`src/hw/rtl/pnp_pkg.sv`:
```
`timescale 1ns / 1ps
// Shared types and constants for the peak normalize percent unit.
// Used by the controller, the datapath, the top level and the checker.
package pnp_pkg;

  localparam int unsigned DefDepth = 1024;
  localparam int unsigned SmpW     = 8;
  localparam int unsigned PctW     = 7;
  localparam int unsigned PosW     = 10;
  localparam int unsigned ModeW    = 2;
  localparam int unsigned ProdW    = SmpW + PctW;
  localparam int unsigned DivSteps = PctW;
  localparam logic [PctW-1:0] PctScale = PctW'(100);

  typedef enum logic [ModeW-1:0] {
    ModeLoad    = 2'd0,
    ModeRead    = 2'd1,
    ModeRestart = 2'd2,
    ModeUnused  = 2'd3
  } mode_e;

  typedef struct packed {
    logic load;
    logic clear;
    logic rd_start;
    logic div_init;
    logic div_step;
    logic emit;
    logic emit_empty;
  } ctrl_cmd_t;

  typedef struct packed {
    logic has_data;
  } dp_stat_t;

endpackage

```
`src/hw/rtl/pnp_ctrl.sv`:
```
`timescale 1ns / 1ps
// Controller: decodes input beats, sequences read, divide and emit steps.
// Depends on pnp_pkg; drives the datapath through pnp_pkg::ctrl_cmd_t.
module pnp_ctrl (
  input  logic                    clk_i,
  input  logic                    rst_ni,
  input  logic                    in_valid_i,
  output logic                    in_ready_o,
  input  logic [pnp_pkg::ModeW-1:0] mode_i,
  output logic                    out_valid_o,
  input  logic                    out_ready_i,
  input  pnp_pkg::dp_stat_t       stat_i,
  output pnp_pkg::ctrl_cmd_t      cmd_o
);

  typedef enum logic [2:0] {
    StIdle,
    StRead,
    StDiv,
    StEmit,
    StEmpty
  } state_e;

  localparam int unsigned StepW = $clog2(pnp_pkg::DivSteps);

  state_e           state_q, state_d;
  logic [StepW-1:0] step_q, step_d;
  logic             out_valid_q, out_valid_d;
  logic             in_acc;
  logic             slot_free;

  assign in_ready_o = (state_q == StIdle);
  assign in_acc     = in_valid_i && in_ready_o;
  assign slot_free  = !out_valid_q || out_ready_i;

  always_comb begin
    state_d     = state_q;
    step_d      = step_q;
    out_valid_d = out_valid_q && !out_ready_i;
    cmd_o       = '0;
    case (state_q)
      StIdle: begin
        if (in_acc) begin
          case (mode_i)
            pnp_pkg::ModeLoad: begin
              cmd_o.load = 1'b1;
            end
            pnp_pkg::ModeRead: begin
              if (stat_i.has_data) begin
                cmd_o.rd_start = 1'b1;
                state_d        = StRead;
              end else begin
                state_d = StEmpty;
              end
            end
            pnp_pkg::ModeRestart: begin
              cmd_o.clear = 1'b1;
            end
            default: ;
          endcase
        end
      end
      StRead: begin
        cmd_o.div_init = 1'b1;
        step_d         = '0;
        state_d        = StDiv;
      end
      StDiv: begin
        cmd_o.div_step = 1'b1;
        step_d         = step_q + 1'b1;
        if (step_q == StepW'(pnp_pkg::DivSteps - 1)) begin
          state_d = StEmit;
        end
      end
      StEmit: begin
        // hold until the output register can take the beat
        if (slot_free) begin
          cmd_o.emit  = 1'b1;
          out_valid_d = 1'b1;
          state_d     = StIdle;
        end
      end
      StEmpty: begin
        if (slot_free) begin
          cmd_o.emit_empty = 1'b1;
          out_valid_d      = 1'b1;
          state_d          = StIdle;
        end
      end
      default: begin
        state_d = StIdle;
      end
    endcase
  end

  always_ff @(posedge clk_i or negedge rst_ni) begin
    if (!rst_ni) begin
      state_q     <= StIdle;
      step_q      <= '0;
      out_valid_q <= 1'b0;
    end else begin
      state_q     <= state_d;
      step_q      <= step_d;
      out_valid_q <= out_valid_d;
    end
  end

  assign out_valid_o = out_valid_q;

endmodule

```
`config.mk`:
```
export PLATFORM = sky130hd
export DESIGN_NAME = pnp_ctrl
export DESIGN_NICKNAME = d
export VERILOG_FILES = /design/src/hw/rtl/pnp_pkg.sv /design/src/hw/rtl/pnp_ctrl.sv
export SDC_FILE = /design/constraint.sdc
export NUM_CORES = 1
export LEC_CHECK = 0
export BUFFER_PORTS_ARGS = -buffer_cell sky130_fd_sc_hd__buf_2
export CORE_AREA = 2 2 39 41
export DETAILED_ROUTE_END_ITERATION = 16
export DIE_AREA = 0 0 41 43
export PLACE_DENSITY = 0.72
export SYNTH_ARGS = -nofsm -noshare
export SYNTH_HDL_FRONTEND = slang
export SYNTH_SLANG_ARGS = --single-unit
```
`constraint.sdc`:
```
create_clock -name clk_i -period 1.1 [get_ports clk_i]
set_input_delay 0.165 -clock clk_i [delete_from_list [all_inputs] [get_ports clk_i]]
set_output_delay 0.165 -clock clk_i [all_outputs]
set_load 0.05 [all_outputs]
```
==> flow_metrics.py, run 1 <==
metrics = {
    "run": {
        "max-cap-violations": 0,
    },
    "power_and_ir_drop": {
        "power-per-cell-area_nw_per_um2": 2609,
        "power_frac_seq_pct": 19.2,
        "power_report.internal_total_mw": 1.267,
        "worst_ir_drop_vdd_v": 0.001464,
        "p_leak_nw": 0.3942,
        "power.share.clock_pct": 10.1,
        "logic_gate_share_of_total_power_pct": 70.6,
        "switching_share_pct": 46.41,
        "netSwitchingPower_mw": 1.097,
    },
    "route": {
        "routed_wire_length_per_instance_um": 14.01,
        "first_pass_iters": 4,
        "routed_wl_um": 1373,
        "routed_via_density": 5.235,
        "route.detailed.drc": 0,
        "drtIter0Drc": 7,
        "via_count": 513,
        "ant_nets": 0,
    },
    "synth": {
        "synth_top_cell_by_area": "sky130_fd_sc_hd__dfrtp_1",
        "post-synth-top-area-fraction_pct": 38.04,
        "yosys_register_bits": 7,
        "yosys.cell_types.count": 26,
        "synth-edff-count": 0,
        "synthesis.area_um2": 460.4,
        "synth_top_cells_by_area": "sky130_fd_sc_hd__dfrtp_1 (38%), sky130_fd_sc_hd__ha_1 (5.4%), sky130_fd_sc_hd__nor3_1 (5.4%)",
        "post_synth_fa_ha_maj_area_fraction_pct": 5.435,
        "synth.avg_cell_area_um2": 8.688,
        "yosysWarnings": 0,
        "syn-instance-count": 53,
        "post_synth_simple_gate_area_pct": 30.43,
        "synth_compound_area_share_pct": 17.39,
        "async_reset_ff_share_pct": 100.0,
        "mux_cell_area_share_after_synthesis_pct": 2.446,
        "most_used_dff_post_synth": "sky130_fd_sc_hd__dfrtp_1",
        "synthXorXnorAreaFrac_pct": 0,
        "combinational_family_with_the_most_area_after_synthesis": "simple AND/OR/NAND/NOR gates",
        "synth.net_count": 62,
        "synth_top_cells_by_count": "sky130_fd_sc_hd__dfrtp_1 (7), sky130_fd_sc_hd__nor3_1 (5), sky130_fd_sc_hd__nand2_1 (4), sky130_fd_sc_hd__nor2_1 (4), sky130_fd_sc_hd__o21ai_0 (4)",
        "synthMostInstantiatedCell": "sky130_fd_sc_hd__dfrtp_1",
        "synth_seq_area_share_pct": 38.04,
    },
    "clock_tree": {
        "total_clock_buffers_created_by_cts": 3,
        "clockRootBuffer": "sky130_fd_sc_hd__clkbuf_4",
        "clkTransAtPathRegs_ns": 0.05,
        "ctsHtreeMaxLevel": 1,
        "ctsLongestPathBuffers": 2,
        "cts_num_sinks": 7,
        "worstSkewPairLatency_ns": 0.25,
        "cts_tree": "built",
    },
    "sta": {
        "worst_slew_margin_rel_pct": 83.14,
        "part_of_the_cycle_the_worst_path_needs_pct": 150.3,
        "timing.setup.tns_ns": -3.692,
        "measured_slew_at_the_worst_slew_check_pin_ns": 0.2530,
        "final_hold_viol_count": 0,
        "timing.clock.skew_ns": 0.0005009,
        "final-max-slew-violation-count": 0,
        "finalCriticalPeriod_ns": 1.653,
        "fmax_mhz": 604.9,
        "post-route-worst-setup-slack_ns": -0.5533,
        "timing.final.setup_violations": 13,
        "rsz0062_at_grt": "yes",
    },
    "run_status": {
        "run_status": "finished with violations",
        "violations_in_the_final_reports": "negative setup slack",
    },
    "worst_setup_path": {
        "crit_path_top_delay_cell": "sky130_fd_sc_hd__or3_4",
        "timing.critical_path.required_ns": 0.94,
        "start_kind": "flop",
        "crit_type": "flop to output pin",
        "crit_path_end_kind": "output pin",
        "worstPathBufferInverterCount": 1,
        "crit_path_largest_cell_delay_ns": 0.43,
        "arrival_ns": 1.49,
        "critPathMaxFanout": 3,
        "cp_top_family": "simple AND/OR/NAND/NOR gates",
        "crit_chain": "or3_4 > nor4b_4 > buf_6",
    },
    "global_routing": {
        "grt-busiest-layer": "met2",
        "grt_start_max_net_pins": 15,
        "wire_length_of_the_first_global_routing_pass_um": 1890,
        "globalRouteTotalUtil_pct": 16.68,
        "grt_util_met1_pct": 17.43,
        "grt_util_met3_pct": 3.141,
        "grt_pass1_vias": 467,
        "number_of_antenna_violations_at_the_first_check_in_global_routing": 0,
        "grt_overflow_total": 0,
        "grt_util_met2_pct": 28.44,
    },
    "placement": {
        "gpl.final_weighted_congestion": 0.7008,
        "placement.setup.worst_slack_ns": -0.3711,
        "portBuffers": 15,
        "hpwlAfterDp_um": 825.8,
    },
    "finish": {
        "final.fill_count": 108,
        "antenna_cells": 0,
        "area_delta_synth_final_pct": 96.74,
        "final_nets": 92,
        "post_route_cells_drive_above_1_share_pct": 65.85,
    },
    "floorplanning": {
        "die-width_um": 41,
        "standard_cell_row_count": 14,
        "coreArea_um2": 1384,
        "die_height_um": 43,
        "floorplan.io_pins": 16,
        "start_util_pct": 33.27,
        "floorplan.die_area_um2": 1763,
    },
    "worst_hold_path": {
        "hold_path_class": "input port to flop",
    },
}
-- layout by cell type, fill, tap and decap left out, types with 2 or more instances in the layout --
master and n:
sky130_fd_sc_hd__buf_6 11, sky130_fd_sc_hd__buf_4 8, sky130_fd_sc_hd__buf_2 7, sky130_fd_sc_hd__dfrtp_1 6
sky130_fd_sc_hd__o21ai_1 5, sky130_fd_sc_hd__nor3_4 3, sky130_fd_sc_hd__nor2_4 3, sky130_fd_sc_hd__nor4b_4 3
sky130_fd_sc_hd__clkbuf_4 3, sky130_fd_sc_hd__inv_1 2, sky130_fd_sc_hd__nand2_1 2, sky130_fd_sc_hd__a21oi_1 2
sky130_fd_sc_hd__nor3_1 2, sky130_fd_sc_hd__nand2b_4 2
-- layer usage --
layer / wire length (µm) / up-vias
met5: 0 / -
met4: 38 / 0
met3: 63 / 5
met2: 778 / 15
met1: 492 / 238
li1: - / 255
-- final timing paths --
| check | start | end | slack [ns] | cells after the start |
|---|---|---|---|---|
| min reg2reg | step_q[0]$_DFFE_PN0P_ | step_q[0]$_DFFE_PN0P_ | 0.57 | 2 |
| min | out_ready_i | out_valid_o$_DFF_PN0_ | 0.18 | 2 |
| max | state_q[2]$_DFFE_PN0P_ | cmd_o[6] | -0.55 | 3 |
| max in group asynchronous | rst_ni | out_valid_o$_DFF_PN0_ | 0.66 | 2 |
| min in group asynchronous | rst_ni | state_q[2]$_DFFE_PN0P_ | 0.27 | 2 |
| max reg2reg | state_q[2]$_DFFE_PN0P_ | state_q[2]$_DFFE_PN0P_ | -0.13 | 4 |
-- state kept, by name, indices dropped and copies added (netlist names) --
name / cells
state_q: 3
step_q: 3
out_valid_o: 1
-- area by class of cell --
cell class | instances | area [µm²] | share of cell area, %
Multi-Input combinational cell | 39 | 421.7 | 46.55
Timing Repair Buffer | 28 | 244.0 | 26.93
Sequential cell | 7 | 176.4 | 19.48
Clock buffer | 4 | 26.28 | 2.901
Tap cell | 16 | 20.02 | 2.210
Inverter | 4 | 17.52 | 1.934
-- power groups by stage --
stage | Combinational (mW) | Clock, mW | Sequential (mW)
finish | 1.67 | 0.239 | 0.455
global route | 1.78 | 0.260 | 0.469
CTS | 1.55 | 0.242 | 0.446
detailed placement | 1.16 | 0 | 0.436
global placement | 1.14 | 0 | 0.427
floorplan | 0.870 | 0 | 0.475
-- repair_timing --
item | CTS | global route
pin swaps | 6 | 6
hold buffers | 1 | 0
endpoints found under the hold margin | 7 | 0
setup buffers | 7 | 3
cloned | 0 | 0
resized for setup | 32 | 12
setup endpoints to repair | 13 | 14
-- metrics by stage --
stage	cell area, µm²	total power [mW]	utilization (%)	hold WS [ns]	cells
5_1_grt	905.9	2.507	65.46	0.1771	98
6_report	905.9	2.364	65.46	0.1776	98
2_1_floorplan	551.8	1.345	-	-0.1306	53
3_3_place_gp	658.1	1.569	47.56	0.004393	86
3_5_place_dp	658.1	1.598	47.56	0.006605	86
4_1_cts	845.8	2.237	61.12	0.1756	97
-- cell families after synthesis --
group | Yosys count
muxes | 1
DFF | 7
and+or+nand+nor | 23
AOI/OAI and AO/OA | 13
buffers and inverters | 7
adders and majority gates | 2
-- worst register-to-register path: cells and delay by family, from the launching register on --
family	cells	cell delay, ns
buf+inv	1	0.22
compound gates	1	0.10
flops	1	0.38
simple gates	2	0.44
(Power assumes the default switching activity.)
==> inputs of run 2 (changes only) <==
--- a/config.mk
+++ b/config.mk
@@ -9,7 +9,7 @@
 export CORE_AREA = 2 2 39 41
 export DETAILED_ROUTE_END_ITERATION = 16
 export DIE_AREA = 0 0 41 43
-export PLACE_DENSITY = 0.72
+export PLACE_DENSITY_LB_ADDON = 0.25
 export SYNTH_ARGS = -nofsm -noshare
 export SYNTH_HDL_FRONTEND = slang
 export SYNTH_SLANG_ARGS = --single-unit
==> run 2 against run 1 <==
  * The flow still finishes with violations (negative setup slack)
  * Global-route usage up 3.8 points
  * Fmax up 0.63%
  * First-iteration DRC count down 57%
  * Utilization up 5.5 points
  * Sequential share of layout area down 1.5 points
  * Die area unchanged
  * Final cell count up 4.1%
  * Sequential power about the same
  * Via count up 4.3%
==> flow_metrics.py, run 2 (synthesis gave the netlist of run 1 again) <==
metrics = {
    "run_status": {
        "run_status": "finished with violations",
        "violations_in_the_final_reports": "negative setup slack",
    },
    "route": {
        "first_pass_iters": 2,
        "via_count": 535,
        "routed_via_density": 5.245,
        "route.detailed.drc": 0,
        "ant_nets": 0,
        "drtIter0Drc": 3,
        "routed_wl_um": 1443,
        "routed_wire_length_per_instance_um": 14.15,
    },
    "sta": {
        "fmax_mhz": 608.7,
        "final_hold_viol_count": 0,
        "post-route-worst-setup-slack_ns": -0.5430,
        "part_of_the_cycle_the_worst_path_needs_pct": 149.4,
        "timing.clock.skew_ns": 0.008137,
        "measured_slew_at_the_worst_slew_check_pin_ns": 0.2603,
        "timing.final.setup_violations": 15,
        "worst_slew_margin_rel_pct": 82.65,
        "rsz0062_at_grt": "yes",
        "finalCriticalPeriod_ns": 1.643,
        "final-max-slew-violation-count": 0,
    },
    "worst_setup_path": {
        "start_kind": "flop",
        "crit_reg_reg_startpoint": "state_q[1]$_DFFE_PN0P_",
        "crit_path_end_kind": "output pin",
        "timing.rr.end": "step_q[0]$_DFFE_PN0P_",
        "crit_type": "flop to output pin",
        "critPathMaxFanout": 4,
        "rr_worst_depth": 7,
        "timing.critical_path.required_ns": 0.94,
        "arrival_ns": 1.48,
        "timing.reg2reg.setup_slack_ns": -0.35,
    },
    "worst_hold_path": {
        "hold_path_class": "input port to flop",
        "hold_path_end": "out_valid_o$_DFF_PN0_",
        "min-delay-start": "out_ready_i",
        "worst_hold_path.num_cells": 2,
    },
    "global_routing": {
        "globalRouteTotalUtil_pct": 20.45,
        "number_of_antenna_violations_at_the_first_check_in_global_routing": 0,
        "grt_start_max_net_pins": 15,
        "grt_overflow_total": 0,
        "wire_length_of_the_first_global_routing_pass_um": 2456,
        "grt_pass1_vias": 543,
    },
    "finish": {
        "layout_commonest_cell": "sky130_fd_sc_hd__buf_6",
        "area_delta_synth_final_pct": 113.3,
        "mostFrequentLayoutCells": "sky130_fd_sc_hd__buf_6 (18), sky130_fd_sc_hd__buf_2 (7), sky130_fd_sc_hd__dfrtp_1 (6)",
        "post_route_cells_drive_above_1_share_pct": 73.26,
        "multi_input_gate_area_in_the_final_layout_um2": 439.2,
        "antenna_cells": 0,
        "final.fill_count": 104,
        "final_nets": 96,
        "register_area_um2": 176.4,
        "utilization_pct": 70.98,
    },
    "floorplanning": {
        "standard_cell_row_count": 14,
        "floorplan.die_area_um2": 1763,
        "coreArea_um2": 1384,
        "floorplan.io_pins": 16,
        "start_util_pct": 33.27,
        "die-width_um": 41,
        "die_height_um": 43,
    },
    "power_and_ir_drop": {
        "p_leak_nw": 0.4283,
        "power-per-cell-area_nw_per_um2": 2726,
        "worst_ir_drop_vdd_v": 0.001356,
        "totalPowerFinal_mw": 2.678,
    },
    "run": {
        "max-cap-violations": 0,
    },
    "placement": {
        "hpwlAfterDp_um": 876.2,
        "portBuffers": 15,
        "gpl.final_weighted_congestion": 0.7134,
    },
    "clock_tree": {
        "worstSkewPairLatency_ns": 0.26,
        "clkTransAtPathRegs_ns": 0.05,
        "ctsLongestPathBuffers": 2,
        "cts_tree": "built",
        "clockRootBuffer": "sky130_fd_sc_hd__clkbuf_4",
        "cts_num_sinks": 7,
        "ctsHtreeMaxLevel": 1,
        "total_clock_buffers_created_by_cts": 3,
    },
}
[run 2: worst max path at each step]
stage | startpoint | endpoint | slack, ns | cells past startpoint
after floorplan | state_q[0]$_DFFE_PN0P_ | cmd_o[6] | -0.49 | 2
after global placement | state_q[1]$_DFFE_PN0P_ | cmd_o[6] | -0.34 | 3
after global routing | state_q[2]$_DFFE_PN0P_ | cmd_o[6] | -0.60 | 3
after detailed placement | state_q[1]$_DFFE_PN0P_ | cmd_o[6] | -0.36 | 3
after CTS | state_q[2]$_DFFE_PN0P_ | cmd_o[6] | -0.55 | 3
final | state_q[0]$_DFFE_PN0P_ | cmd_o[6] | -0.54 | 3
[run 2: metal layers]
layer  global-route usage (%)  vias to the layer above  part of all wire (%)
li1                         -                      260                     -
met1                    27.06                      262                    42
met2                    30.00                        9                    54
met3                    4.712                        4                   2.8
met4                    10.00                        0                   1.2
met5                        0                        -                     0
[run 2: power by group]
group          total, mW  internal [mW]  switching (mW)
clock              0.239          0.139           0.100
sequential         0.458          0.361          0.0970
combinational       1.98          0.977            1.00
[run 2: critical path, stage by stage, from the launching register on]
cell and delay (ns):
sky130_fd_sc_hd__dfrtp_1 0.38, sky130_fd_sc_hd__or3_4 0.42, sky130_fd_sc_hd__nor4b_4 0.24, sky130_fd_sc_hd__buf_6 0.19
[run 2: area by class of cell]
cell class,instances,area share [%]
tap,16,2.038
inverter,4,2.038
timing repair buffer,32,30.57
multi-input combinational,39,44.71
sequential,7,17.96
clock buffer,4,2.675
[run 2: through the flow]
stage	setup TNS, ns	hold slack, ns	std cells	instance area [µm²]	worst slack [ns]
after floorplan	-2.099	-0.1306	53	551.8	-0.4862
after global placement	-1.657	0.007283	87	665.6	-0.3446
after detailed placement	-1.877	0.007306	87	665.6	-0.3638
after CTS	-3.940	0.1724	99	903.4	-0.5487
after global routing	-5.672	0.1933	102	982.2	-0.6029
final	-4.752	0.1762	102	982.2	-0.5430
[run 2: timing repair]
| action | CTS | global route |
|---|---|---|
| endpoints found under the hold margin | 7 | 0 |
| resized for setup | 43 | 19 |
| hold buffers | 1 | 0 |
| pin swaps | 5 | 6 |
| setup buffers | 7 | 8 |
| setup endpoints to repair | 15 | 15 |
==> inputs of run 3 (changes only) <==
--- a/config.mk
+++ b/config.mk
@@ -9,7 +9,7 @@
 export CORE_AREA = 2 2 39 41
 export DETAILED_ROUTE_END_ITERATION = 16
 export DIE_AREA = 0 0 41 43
-export PLACE_DENSITY_LB_ADDON = 0.25
+export PLACE_DENSITY = 0.65
 export SYNTH_ARGS = -nofsm -noshare
 export SYNTH_HDL_FRONTEND = slang
 export SYNTH_SLANG_ARGS = --single-unit
==> run 3 against run 2 <==
  * The run still ends with negative setup slack left
  * Wire length up 2.6%
  * Register-to-register slack better by 0.14 ns
  * Clock power up 3%
  * Critical path type unchanged
==> flow_metrics.py, run 3 (synthesis gave the netlist of run 1 again) <==
metrics = {
    "sta": {
        "part_of_the_cycle_the_worst_path_needs_pct": 149.8,
        "post-route-worst-setup-slack_ns": -0.5478,
        "rsz0062_at_grt": "yes",
        "final-max-slew-violation-count": 0,
        "fmax_mhz": 606.9,
        "final_hold_viol_count": 0,
        "measured_slew_at_the_worst_slew_check_pin_ns": 0.2530,
        "timing.clock.skew_ns": 0.005478,
        "worst_slew_margin_rel_pct": 83.13,
        "finalCriticalPeriod_ns": 1.648,
        "timing.final.setup_violations": 15,
    },
    "worst_setup_path": {
        "crit_path_end_kind": "output pin",
        "crit_start": "state_q[0]$_DFFE_PN0P_",
        "crit_reg_reg_startpoint": "state_q[1]$_DFFE_PN0P_",
        "rr_worst_depth": 7,
        "crit_type": "flop to output pin",
        "timing.reg2reg.setup_slack_ns": -0.21,
        "crit_path_top_delay_cell": "sky130_fd_sc_hd__or3_4",
        "timing.rr.end": "state_q[0]$_DFFE_PN0P_",
        "crit_path_largest_cell_delay_ns": 0.41,
        "worstPathBufferInverterCount": 1,
        "arrival_ns": 1.48,
        "crit_chain": "or3_4 > nor4b_4 > buf_6",
        "capture_point_of_the_worst_path": "cmd_o[6]",
        "critPathMaxFanout": 4,
        "start_kind": "flop",
        "critical_path_cell_count": 3,
        "cp_top_family": "simple AND/OR/NAND/NOR gates",
        "timing.critical_path.required_ns": 0.94,
    },
    "run": {
        "max-cap-violations": 0,
    },
    "clock_tree": {
        "cts_num_sinks": 7,
        "clockRootBuffer": "sky130_fd_sc_hd__clkbuf_4",
        "ctsHtreeMaxLevel": 1,
        "total_clock_buffers_created_by_cts": 3,
        "worstSkewPairLatency_ns": 0.26,
        "cts_tree": "built",
        "ctsLongestPathBuffers": 2,
        "clkTransAtPathRegs_ns": 0.05,
    },
    "power_and_ir_drop": {
        "power-per-cell-area_nw_per_um2": 2737,
        "p_leak_nw": 0.4260,
        "logic_gate_share_of_total_power_pct": 72.7,
        "worst_ir_drop_vdd_v": 0.001337,
        "netSwitchingPower_mw": 1.180,
        "power_frac_seq_pct": 17.9,
        "power_report.internal_total_mw": 1.457,
        "power.share.clock_pct": 9.4,
        "switching_share_pct": 44.74,
    },
    "route": {
        "routed_via_density": 5.480,
        "ant_nets": 0,
        "drtIter0Drc": 3,
        "routed_wire_length_per_instance_um": 14.52,
        "routed_wl_um": 1481,
        "via_count": 559,
        "first_pass_iters": 4,
        "route.detailed.drc": 0,
    },
    "floorplanning": {
        "floorplan.die_area_um2": 1763,
        "coreArea_um2": 1384,
        "standard_cell_row_count": 14,
        "die_height_um": 43,
        "floorplan.io_pins": 16,
        "die-width_um": 41,
        "start_util_pct": 33.27,
    },
    "finish": {
        "multi_input_gate_area_in_the_final_layout_um2": 422.9,
        "post_route_cells_drive_above_1_share_pct": 69.77,
        "area_delta_synth_final_pct": 109.2,
        "mostFrequentLayoutCells": "sky130_fd_sc_hd__buf_6 (14), sky130_fd_sc_hd__buf_2 (7), sky130_fd_sc_hd__buf_4 (7)",
        "final_nets": 96,
        "layout_commonest_cell": "sky130_fd_sc_hd__buf_6",
        "utilization_pct": 69.62,
        "non_filler_cell_area_final_um2": 963.4,
        "antenna_cells": 0,
        "register_area_um2": 176.4,
        "final.fill_count": 103,
    },
    "global_routing": {
        "grt_pass1_vias": 550,
        "grt_overflow_total": 0,
        "wire_length_of_the_first_global_routing_pass_um": 2311,
        "grt_start_max_net_pins": 15,
        "globalRouteTotalUtil_pct": 19.45,
        "number_of_antenna_violations_at_the_first_check_in_global_routing": 0,
    },
    "placement": {
        "hpwlAfterDp_um": 850.8,
        "portBuffers": 15,
        "gpl.final_weighted_congestion": 0.7314,
        "placed_inst_area_um2": 665.6,
    },
    "run_status": {
        "violations_in_the_final_reports": "negative setup slack",
        "run_status": "finished with violations",
    },
    "worst_hold_path": {
        "hold_path_class": "input port to flop",
    },
}
-- run 3: repair_timing --
item	4_1_cts	5_1_grt
setup endpoints to repair	14	14
gates resized for setup	33	19
endpoints found under the hold margin	7	0
buffers inserted	4	8
hold buffers	1	0
pin swaps	6	11
-- run 3: worst min path at each step --
stage / depth (start not counted) / slack, ns / startpoint / endpoint
final: 2 / 0.17 / out_ready_i / out_valid_o$_DFF_PN0_
after global routing: 2 / 0.20 / out_ready_i / out_valid_o$_DFF_PN0_
after CTS: 2 / 0.20 / out_ready_i / out_valid_o$_DFF_PN0_
after detailed placement: 1 / 0.01 / rst_ni / step_q[1]$_DFFE_PN0P_
after global placement: 1 / 0.007 / rst_ni / step_q[1]$_DFFE_PN0P_
after floorplan: 0 / -0.13 / rst_ni / out_valid_o$_DFF_PN0_
-- run 3: power by group through the flow --
stage | registers, mW | logic, mW | clock network, mW
final | 0.473 | 1.92 | 0.247
after global routing | 0.481 | 2.04 | 0.248
after CTS | 0.446 | 1.57 | 0.239
after detailed placement | 0.440 | 1.19 | 0
after global placement | 0.432 | 1.17 | 0
after floorplan | 0.475 | 0.870 | 0
-- run 3: worst reg2reg max path: stages (launching register included) --
cell and delay (ns):
sky130_fd_sc_hd__dfrtp_1 0.41, sky130_fd_sc_hd__buf_6 0.13, sky130_fd_sc_hd__buf_8 0.13, sky130_fd_sc_hd__buf_6 0.12, sky130_fd_sc_hd__inv_4 0.05, sky130_fd_sc_hd__buf_6 0.10, sky130_fd_sc_hd__nand2b_4 0.05, sky130_fd_sc_hd__a221oi_2 0.22
-- run 3: through the flow --
step                      setup TNS, ns  instances  hold WS (ns)  setup WS (ns)  power (mW)
after floorplan                  -2.099         53       -0.1306        -0.4862       1.345
after global placement           -1.645         87      0.006746        -0.3433       1.603
after detailed placement         -1.920         87      0.009640        -0.3699       1.634
after CTS                        -3.122         96        0.1969        -0.5449       2.251
after global routing             -4.900        102        0.1955        -0.5987       2.768
final                            -4.369        102        0.1712        -0.5478       2.637
-- run 3: cell type report --
cell class | count | area share, %
Clock buffer | 4 | 2.727
Inverter | 4 | 1.818
Multi-Input combinational cell | 39 | 43.90
Sequential cell | 7 | 18.31
Tap cell | 16 | 2.078
Timing Repair Buffer | 32 | 31.17
-- run 3: per-layer routing --
layer / routed length [µm] / track usage [%] / vias up
li1: - / - / 259
met1: 635 / 23.51 / 273
met2: 754 / 31.25 / 17
met3: 53 / 4.712 / 10
met4: 36 / 8.000 / 0
met5: 0 / 0 / -
